$ cat src/rtl/sha256_pkg.sv
// SHA-256 package: round constants, initial hash values and shared helper functions.
// Used by all modules of sha256_message_hasher; depends on nothing.
package sha256_pkg;

  localparam logic [7:0] PadByte = 8'h80;

  typedef logic [31:0] word_t;

  function automatic word_t round_k(input logic [5:0] idx);
    word_t k;
    case (idx)
      6'd0: k = 32'h428a2f98;   6'd1: k = 32'h71374491;
      6'd2: k = 32'hb5c0fbcf;   6'd3: k = 32'he9b5dba5;
      6'd4: k = 32'h3956c25b;   6'd5: k = 32'h59f111f1;
      6'd6: k = 32'h923f82a4;   6'd7: k = 32'hab1c5ed5;
      6'd8: k = 32'hd807aa98;   6'd9: k = 32'h12835b01;
      6'd10: k = 32'h243185be;  6'd11: k = 32'h550c7dc3;
      6'd12: k = 32'h72be5d74;  6'd13: k = 32'h80deb1fe;
      6'd14: k = 32'h9bdc06a7;  6'd15: k = 32'hc19bf174;
      6'd16: k = 32'he49b69c1;  6'd17: k = 32'hefbe4786;
      6'd18: k = 32'h0fc19dc6;  6'd19: k = 32'h240ca1cc;
      6'd20: k = 32'h2de92c6f;  6'd21: k = 32'h4a7484aa;
      6'd22: k = 32'h5cb0a9dc;  6'd23: k = 32'h76f988da;
      6'd24: k = 32'h983e5152;  6'd25: k = 32'ha831c66d;
      6'd26: k = 32'hb00327c8;  6'd27: k = 32'hbf597fc7;
      6'd28: k = 32'hc6e00bf3;  6'd29: k = 32'hd5a79147;
      6'd30: k = 32'h06ca6351;  6'd31: k = 32'h14292967;
      6'd32: k = 32'h27b70a85;  6'd33: k = 32'h2e1b2138;
      6'd34: k = 32'h4d2c6dfc;  6'd35: k = 32'h53380d13;
      6'd36: k = 32'h650a7354;  6'd37: k = 32'h766a0abb;
      6'd38: k = 32'h81c2c92e;  6'd39: k = 32'h92722c85;
      6'd40: k = 32'ha2bfe8a1;  6'd41: k = 32'ha81a664b;
      6'd42: k = 32'hc24b8b70;  6'd43: k = 32'hc76c51a3;
      6'd44: k = 32'hd192e819;  6'd45: k = 32'hd6990624;
      6'd46: k = 32'hf40e3585;  6'd47: k = 32'h106aa070;
      6'd48: k = 32'h19a4c116;  6'd49: k = 32'h1e376c08;
      6'd50: k = 32'h2748774c;  6'd51: k = 32'h34b0bcb5;
      6'd52: k = 32'h391c0cb3;  6'd53: k = 32'h4ed8aa4a;
      6'd54: k = 32'h5b9cca4f;  6'd55: k = 32'h682e6ff3;
      6'd56: k = 32'h748f82ee;  6'd57: k = 32'h78a5636f;
      6'd58: k = 32'h84c87814;  6'd59: k = 32'h8cc70208;
      6'd60: k = 32'h90befffa;  6'd61: k = 32'ha4506ceb;
      6'd62: k = 32'hbef9a3f7;  default: k = 32'hc67178f2;
    endcase
    return k;
  endfunction

  function automatic word_t init_hash(input logic [2:0] idx);
    word_t h;
    case (idx)
      3'd0: h = 32'h6a09e667;  3'd1: h = 32'hbb67ae85;
      3'd2: h = 32'h3c6ef372;  3'd3: h = 32'ha54ff53a;
      3'd4: h = 32'h510e527f;  3'd5: h = 32'h9b05688c;
      3'd6: h = 32'h1f83d9ab;  default: h = 32'h5be0cd19;
    endcase
    return h;
  endfunction

  function automatic word_t rotr(input word_t x, input int n);
    return (x >> n) | (x << (32 - n));
  endfunction

  // Control from sequencer to round unit
  typedef struct packed {
    logic       start;   // load working vars from chain
    logic       round;   // do one round
    logic       finish;  // add working vars into chain
    logic       reinit;  // chain back to initial hash
    logic [5:0] rnd;     // round index
  } rnd_ctrl_t;

endpackage

$ cat src/rtl/sha256_round.sv
// SHA-256 round unit: chaining words, working variables and one round per cycle.
// Depends on sha256_pkg.
module sha256_round (
  input  logic                  clk,
  input  logic                  rst_n,
  input  sha256_pkg::rnd_ctrl_t ctrl,
  input  sha256_pkg::word_t     w_in,
  input  logic [2:0]            rd_idx,
  output sha256_pkg::word_t     rd_word
);
  import sha256_pkg::*;

  word_t chain_r [8];
  word_t v_r [8];
  word_t t1, t2;

  always_comb begin
    t1 = v_r[7] + (rotr(v_r[4], 6) ^ rotr(v_r[4], 11) ^ rotr(v_r[4], 25))
       + ((v_r[4] & v_r[5]) ^ (~v_r[4] & v_r[6])) + round_k(ctrl.rnd) + w_in;
    t2 = (rotr(v_r[0], 2) ^ rotr(v_r[0], 13) ^ rotr(v_r[0], 22))
       + ((v_r[0] & v_r[1]) ^ (v_r[0] & v_r[2]) ^ (v_r[1] & v_r[2]));
  end

  always_ff @(posedge clk) begin
    if (!rst_n || ctrl.reinit) begin
      for (int i = 0; i < 8; i++) chain_r[i] <= init_hash(3'(i));
    end else if (ctrl.finish) begin
      for (int i = 0; i < 8; i++) chain_r[i] <= chain_r[i] + v_r[i];
    end
  end

  always_ff @(posedge clk) begin
    if (ctrl.start) begin
      for (int i = 0; i < 8; i++) v_r[i] <= chain_r[i];
    end else if (ctrl.round) begin
      v_r[7] <= v_r[6];
      v_r[6] <= v_r[5];
      v_r[5] <= v_r[4];
      v_r[4] <= v_r[3] + t1;
      v_r[3] <= v_r[2];
      v_r[2] <= v_r[1];
      v_r[1] <= v_r[0];
      v_r[0] <= t1 + t2;
    end
  end

  assign rd_word = chain_r[rd_idx];

endmodule

$ cat src/rtl/sha256_message_hasher.sv
// SHA-256 hasher top level: byte intake, block store, padding sequencer, schedule and output.
// Depends on sha256_pkg and sha256_round.
//
// Usage: one byte word is taken per cycle into the 64-byte block store until the block fills;
// each full block then runs 64 compression rounds (one per cycle on the shared round unit)
// plus a setup and a chain update step, during which in_tready is low: no byte is taken
// while a block is being compressed. An end word adds padding at one store write per cycle,
// one or two compressions, then eight digest words on the output, most significant first;
// out_tlast marks the last.
module sha256_message_hasher (
  input  logic        clk,
  input  logic        rst_n,
  input  logic        in_tvalid,
  output logic        in_tready,
  input  logic [7:0]  in_tdata,   // data_byte
  input  logic        in_tuser,   // has_byte
  input  logic        in_tlast,   // is_last
  output logic        out_tvalid,
  input  logic        out_tready,
  output logic [31:0] out_tdata,  // digest_word
  output logic        out_tlast   // word_last
);
  import sha256_pkg::*;

  typedef enum logic [6:0] {
    S_IDLE  = 7'b0000001,
    S_START = 7'b0000010,
    S_ROUND = 7'b0000100,
    S_FIN   = 7'b0001000,
    S_PAD   = 7'b0010000,
    S_LEN   = 7'b0100000,
    S_OUT   = 7'b1000000
  } state_t;

  state_t      state_r, state_nxt;
  word_t       mem [16];   // block store, four bytes per word, first byte in the top lane
  word_t       mem_q;
  logic [3:0]  rd_addr;
  logic [5:0]  wa;
  logic [7:0]  wd;
  logic        we;
  logic [60:0] count_r;
  logic [5:0]  pos_r;      // padding write pointer
  logic        ending_r;   // current compression is part of the final padding
  logic        two_r;      // padding needs a second block
  // pending_end_r: end arrived with the byte that filled a block
  // second_r: the first of two padding blocks has been compressed
  logic        pending_end_r, second_r;
  logic [6:0]  rnd_r;
  logic [2:0]  oidx_r;
  word_t       w_r [16];
  word_t       w_cur, w_new, rd_word;
  logic [63:0] bit_len;
  rnd_ctrl_t   ctrl;
  logic        take;

  assign in_tready = (state_r == S_IDLE);
  assign take = in_tvalid && in_tready;
  assign bit_len = {count_r, 3'b000};

  // store write
  always_comb begin
    we = 1'b0;
    wa = count_r[5:0];
    wd = in_tdata;
    if (take && in_tuser) begin
      we = 1'b1;
    end else if (state_r == S_PAD) begin
      we = 1'b1;
      wa = pos_r;
      wd = (pos_r == count_r[5:0] && !second_r) ? PadByte : 8'h00;
    end else if (state_r == S_LEN) begin
      we = 1'b1;
      wa = pos_r;
      wd = bit_len[8'(7 - pos_r[2:0]) * 8 +: 8];
    end
  end

  // fetch the word for the next round in the cycle before that round
  assign rd_addr = (state_r == S_ROUND) ? rnd_r[3:0] + 4'd1 : 4'd0;

  always_ff @(posedge clk) begin
    if (we) mem[wa[5:2]][{~wa[1:0], 3'b000} +: 8] <= wd;
    mem_q <= mem[rd_addr];
  end

  // schedule: first 16 rounds load from store, later rounds from the recurrence
  always_comb begin
    w_cur = mem_q;
    w_new = (rotr(w_r[14], 17) ^ rotr(w_r[14], 19) ^ (w_r[14] >> 10)) + w_r[9]
          + (rotr(w_r[1], 7) ^ rotr(w_r[1], 18) ^ (w_r[1] >> 3)) + w_r[0];
    if (rnd_r[6:4] != 3'd0) w_cur = w_new;
  end

  always_ff @(posedge clk) begin
    if (state_r == S_ROUND) begin
      for (int i = 0; i < 15; i++) w_r[i] <= w_r[i + 1];
      w_r[15] <= w_cur;
    end
  end

  always_comb begin
    ctrl.start  = (state_r == S_START);
    ctrl.round  = (state_r == S_ROUND);
    ctrl.finish = (state_r == S_FIN);
    ctrl.reinit = (state_r == S_OUT) && out_tready && (oidx_r == 3'd7);
    ctrl.rnd    = rnd_r[5:0];
  end

  sha256_round u_round (
    .clk    (clk),
    .rst_n  (rst_n),
    .ctrl   (ctrl),
    .w_in   (w_cur),
    .rd_idx (oidx_r),
    .rd_word(rd_word)
  );

  always_comb begin
    state_nxt = state_r;
    case (state_r)
      S_IDLE: begin
        if (take) begin
          if (in_tuser && count_r[5:0] == 6'd63) state_nxt = S_START;
          else if (in_tlast) state_nxt = S_PAD;
        end
      end
      S_START: state_nxt = S_ROUND;
      S_ROUND: if (rnd_r == 7'd63) state_nxt = S_FIN;
      S_FIN: begin
        if (ending_r && !two_r) state_nxt = S_OUT;
        else if (ending_r || pending_end_r) state_nxt = S_PAD;
        else state_nxt = S_IDLE;
      end
      S_PAD: begin
        if (pos_r == 6'd55 && !(two_r && !second_r)) state_nxt = S_LEN;
        else if (pos_r == 6'd63) state_nxt = S_START;
      end
      S_LEN: if (pos_r == 6'd63) state_nxt = S_START;
      S_OUT: if (out_tready && oidx_r == 3'd7) state_nxt = S_IDLE;
      default: state_nxt = S_IDLE;
    endcase
  end

  always_ff @(posedge clk) begin
    if (!rst_n) begin
      state_r       <= S_IDLE;
      count_r       <= '0;
      pos_r         <= '0;
      ending_r      <= 1'b0;
      two_r         <= 1'b0;
      second_r      <= 1'b0;
      pending_end_r <= 1'b0;
      rnd_r         <= '0;
      oidx_r        <= '0;
    end else begin
      state_r <= state_nxt;
      if (take && in_tuser) count_r <= count_r + 61'd1;
      if (take) begin
        pending_end_r <= in_tlast && in_tuser && count_r[5:0] == 6'd63;
        if (in_tlast && !(in_tuser && count_r[5:0] == 6'd63)) begin
          pos_r <= in_tuser ? count_r[5:0] + 6'd1 : count_r[5:0];
          two_r <= (in_tuser ? count_r[5:0] + 6'd1 : count_r[5:0]) > 6'd55;
          second_r <= 1'b0;
        end
      end
      if (state_r == S_START) rnd_r <= '0;
      if (state_r == S_ROUND) rnd_r <= rnd_r + 7'd1;
      if (state_r == S_FIN && pending_end_r) begin
        pending_end_r <= 1'b0;
        pos_r         <= 6'd0;
        two_r         <= 1'b0;
        second_r      <= 1'b0;
      end else if (state_r == S_FIN && ending_r && two_r) begin
        second_r <= 1'b1;
        two_r    <= 1'b0;
        pos_r    <= 6'd0;
      end
      if (state_r == S_PAD || state_r == S_LEN) begin
        pos_r <= pos_r + 6'd1;
        ending_r <= 1'b1;
      end
      if (state_r == S_OUT && out_tready) begin
        oidx_r <= oidx_r + 3'd1;
        if (oidx_r == 3'd7) begin
          count_r  <= '0;
          ending_r <= 1'b0;
          second_r <= 1'b0;
        end
      end
    end
  end

  // The pad byte goes at the message end only in the block that holds it: with two blocks
  // it lands in the first, so the second block is all zeros up to the length.
  assign out_tvalid = (state_r == S_OUT);
  assign out_tdata  = rd_word;
  assign out_tlast  = (oidx_r == 3'd7);

`ifndef SYNTHESIS
  a_no_accept_busy: assert property (@(posedge clk) disable iff (!rst_n)
    (state_r != S_IDLE) |-> !in_tready) else $error("ready while busy");
  a_round_count: assert property (@(posedge clk) disable iff (!rst_n)
    (state_r == S_FIN) |-> (rnd_r == 7'd64)) else $error("round count wrong");
  a_out_hold: assert property (@(posedge clk) disable iff (!rst_n)
    (out_tvalid && !out_tready) |=> (out_tvalid && $stable(oidx_r))) else $error("out dropped");
`endif

endmodule
$ cat config.mk
export PLATFORM = sky130hd
export DESIGN_NAME = sha256_message_hasher
export DESIGN_NICKNAME = d
export VERILOG_FILES = /design/src/rtl/sha256_pkg.sv /design/src/rtl/sha256_round.sv /design/src/rtl/sha256_message_hasher.sv
export SDC_FILE = /design/constraint.sdc
export NUM_CORES = 2
export LEC_CHECK = 0
export BUFFER_PORTS_ARGS = -buffer_cell sky130_fd_sc_hd__buf_4
export CORE_MARGIN = 2
export CORE_UTILIZATION = 35
export CTS_CLUSTER_SIZE = 16
export DETAILED_ROUTE_END_ITERATION = 16
export SYNTH_ARGS = -nofsm -noshare
export SYNTH_HDL_FRONTEND = slang
export SYNTH_SLANG_ARGS = --single-unit
$ cat constraint.sdc
create_clock -name clk -period 15.11 [get_ports clk]
set_input_delay 2.2665 -clock clk [delete_from_list [all_inputs] [get_ports clk]]
set_output_delay 2.2665 -clock clk [all_outputs]
set_load 0.005 [all_outputs]
==> results.json <==
{
  "outcome": "finished clean",
  "synth_area_leaders": "edfxtp_1, ha_1, nand2_1",
  "clockBufferDepth": 3,
  "worstSetupPathType": "register to register",
  "gp_congestion": 0.940,
  "leakage_uw": 0.0374,
  "rows": 188,
  "wirelength_mm": 273,
  "min_period_over_period_pct": 68.6,
  "synthCells": 7918,
  "cts-root-buf": "clkbuf_16",
  "synthArstFlopShare_pct": 0,
  "rsz0062_at_grt": "false",
  "drc": 0,
  "cp_max_fo": 7,
  "grt_overflow": 0,
  "clock-sinks": 1691,
  "finalNetCount": 8460,
  "io_pins": 49,
  "hold_ws_ns": 0.409,
  "crit_required_ns": 15.71,
  "yosysWarnings": 0,
  "synth_edf_count": 1536,
  "avgRoutedWirePerCell_um": 23.7,
  "synth-seq-area-share_pct": 53.6,
  "drt-initial-drc-count": 6528,
  "synth_nets": 8525,
  "grt_start_max_net_pins": 146,
  "hold_buffers": 0,
  "post_cts_buffers": 0,
  "seq_area_um2": 49200,
  "setup_violations": 0,
  "hold_viol": 0,
  "yosysUniqueCellTypes": 112,
  "dr.pass1.iters": 8,
  "multi_input_area_um2": 39900,
  "tns_ns": 0,
  "peakVddDrop_v": 0.000108,
  "tightestPinTransition_ns": 1.25,
  "post-route-min-period_ns": 10.36,
  "stdcell_count": 11500,
  "arrival_ns": 10.96,
  "cts-htree-levels": 4,
  "area_growth_pct": 11.1,
  "via_count": 62700,
  "die_y_um": 516,
  "max_freq_mhz": 96.5,
  "grt_pass1_wl_mm": 403,
  "final_common_cell": "edfxtp_1",
  "power_density_nw_per_um2": 102,
  "layout_common_cells": "edfxtp_1, nand2_1, nor2_1, ha_1, a21oi_1",
  "yosysTopAreaCell": "edfxtp_1",
  "grtUsageTotal_pct": 20.1,
  "ctsResizeCount": 0,
  "core_region_area_um2": 262000,
  "start_util_pct": 35.1,
  "dp_hpwl_mm": 196,
  "endpoint_kind": "register",
  "ys_ff_latch": 1691,
  "grt_pass1_vias": 60100,
  "slew_headroom_pct": 17.0,
  "fillers": 24900,
  "critPathTopFamily": "adder cells",
  "fin_skew_ns": 0.0907,
  "path_buf_inv": 6,
  "slowest_delay_ns": 0.49,
  "cts_made_buffers": 181,
  "cap_violations": 0,
  "die_w_um": 516,
  "port_buffers": 48,
  "critPathLaunchType": "register",
  "dieArea_um2": 267000,
  "cpMaxStageDelayCell": "fa_1",
  "placed_cells": 11200,
  "vias_per_cell": 5.44,
  "avgSynthCellArea_um2": 11.6,
  "drive_above_1_share_pct": 8.01,
  "worstSkewPairLatency_ns": 0.89,
  "yosys_most_used_dff": "edfxtp_1",
  "antenna_found_initial": 9,
  "ant_nets": 0,
  "drv_slew": 0,
  "synth.top_cell.area_share_pct": 50.2,
  "power.total_uw": 10400,
  "synth_area_um2": 91900,
  "clk_pin_slew_ns": 0.06,
  "cts_tree": "yes",
  "hold_class": "register to register"
}
[state kept, by name (all words and copies together), names as in the netlist, named ones only]
signal           cells
count_r             61
u_round.v_r        256
rnd_r                7
oidx_r               3
two_r                1
mem                512
pending_end_r        1
second_r             1
state_r              7
w_r                512
ending_r             1
u_round.chain_r    256
pos_r                6
mem_q               32
[logic make-up after synthesis]
logic type | share of synthesized area [%]
AOI/OAI and AO/OA | 11.1
xor gates and xnor gates | 6.04
adders and majority gates | 9.86
buffers and inverters | 3.15
DFF | 53.6
muxes | 5.19
and+or+nand+nor | 11.1
[report_power, final]
| group | internal (µW) | total (µW) | switching, µW |
|---|---|---|---|
| sequential | 5120 | 5160 | 36.1 |
| clock | 2650 | 4640 | 1990 |
| combinational | 233 | 624 | 391 |
| total | 8010 | 10400 | 2420 |
[cell type report]
class                   instances  share of cell area (%)
diodes                          3                 0.00735
repair buffers                123                   0.929
clock inverters               101                    1.33
inverters                     381                    1.41
flip-flops and latches       1691                    48.2
well taps                    3515                    4.31
multi-input cells            5475                    39.1
clock buffers                 231                    4.74
[routing by layer]
metal | routed length [µm] | vias to the layer above | GRT usage, %
met5 | 34 | - | 0
met4 | 8630 | 4 | 6.18
met3 | 19400 | 394 | 3.33
met2 | 121000 | 2326 | 30.6
met1 | 124000 | 31600 | 29.2
li1 | - | 28400 | -
[worst reg2reg max path, delay by kind of cell, from the launching register on]
family          cells  cell delay, ns
flops               1            0.48
fa+ha+maj           9            3.58
compound gates     16            3.43
xor+xnor            5            1.12
simple gates        5            0.76
mux                 1            0.31
buf+inv             6            0.40
[synthesized netlist by cell type, types with 53 or more instances]
cell type / count
nor3_1: 78
a211oi_1: 144
xnor2_1: 384
xor2_1: 248
a31oi_1: 95
o21ai_1: 76
ha_1: 398
nor2b_1: 115
and3_1: 53
o21a_1: 63
inv_1: 374
mux2i_1: 190
o21ai_0: 278
clkbuf_1: 311
a21oi_1: 399
mux4_2: 109
fa_1: 195
dfxtp_1: 155
nand2_1: 1165
edfxtp_1: 1536
nand2b_1: 77
nand3_1: 88
a21o_1: 201
nor2_1: 527
[through the flow]
stage / util (%) / instance area (µm²) / setup WS [ns]
3_3_place_gp: 36.6 / 95900 / 4.73
6_report: 39.0 / 102000 / 4.75
2_1_floorplan: - / 91900 / 5.66
3_5_place_dp: 36.6 / 95900 / 4.81
4_1_cts: 39.0 / 102000 / 4.76
5_1_grt: 39.0 / 102000 / 4.06
[worst paths after layout]
path | start | endpoint | slack (ns) | cells after the start
setup / recovery | w_r[1][210] | u_round.v_r[0][29] | 4.75 | 42
hold / removal | w_r[1][116] | w_r[1][84] | 0.41 | 0
setup reg to reg | w_r[1][210] | u_round.v_r[0][29] | 4.75 | 42
hold reg to reg | w_r[1][116] | w_r[1][84] | 0.41 | 0
Power figures use the tool's default switching activity.
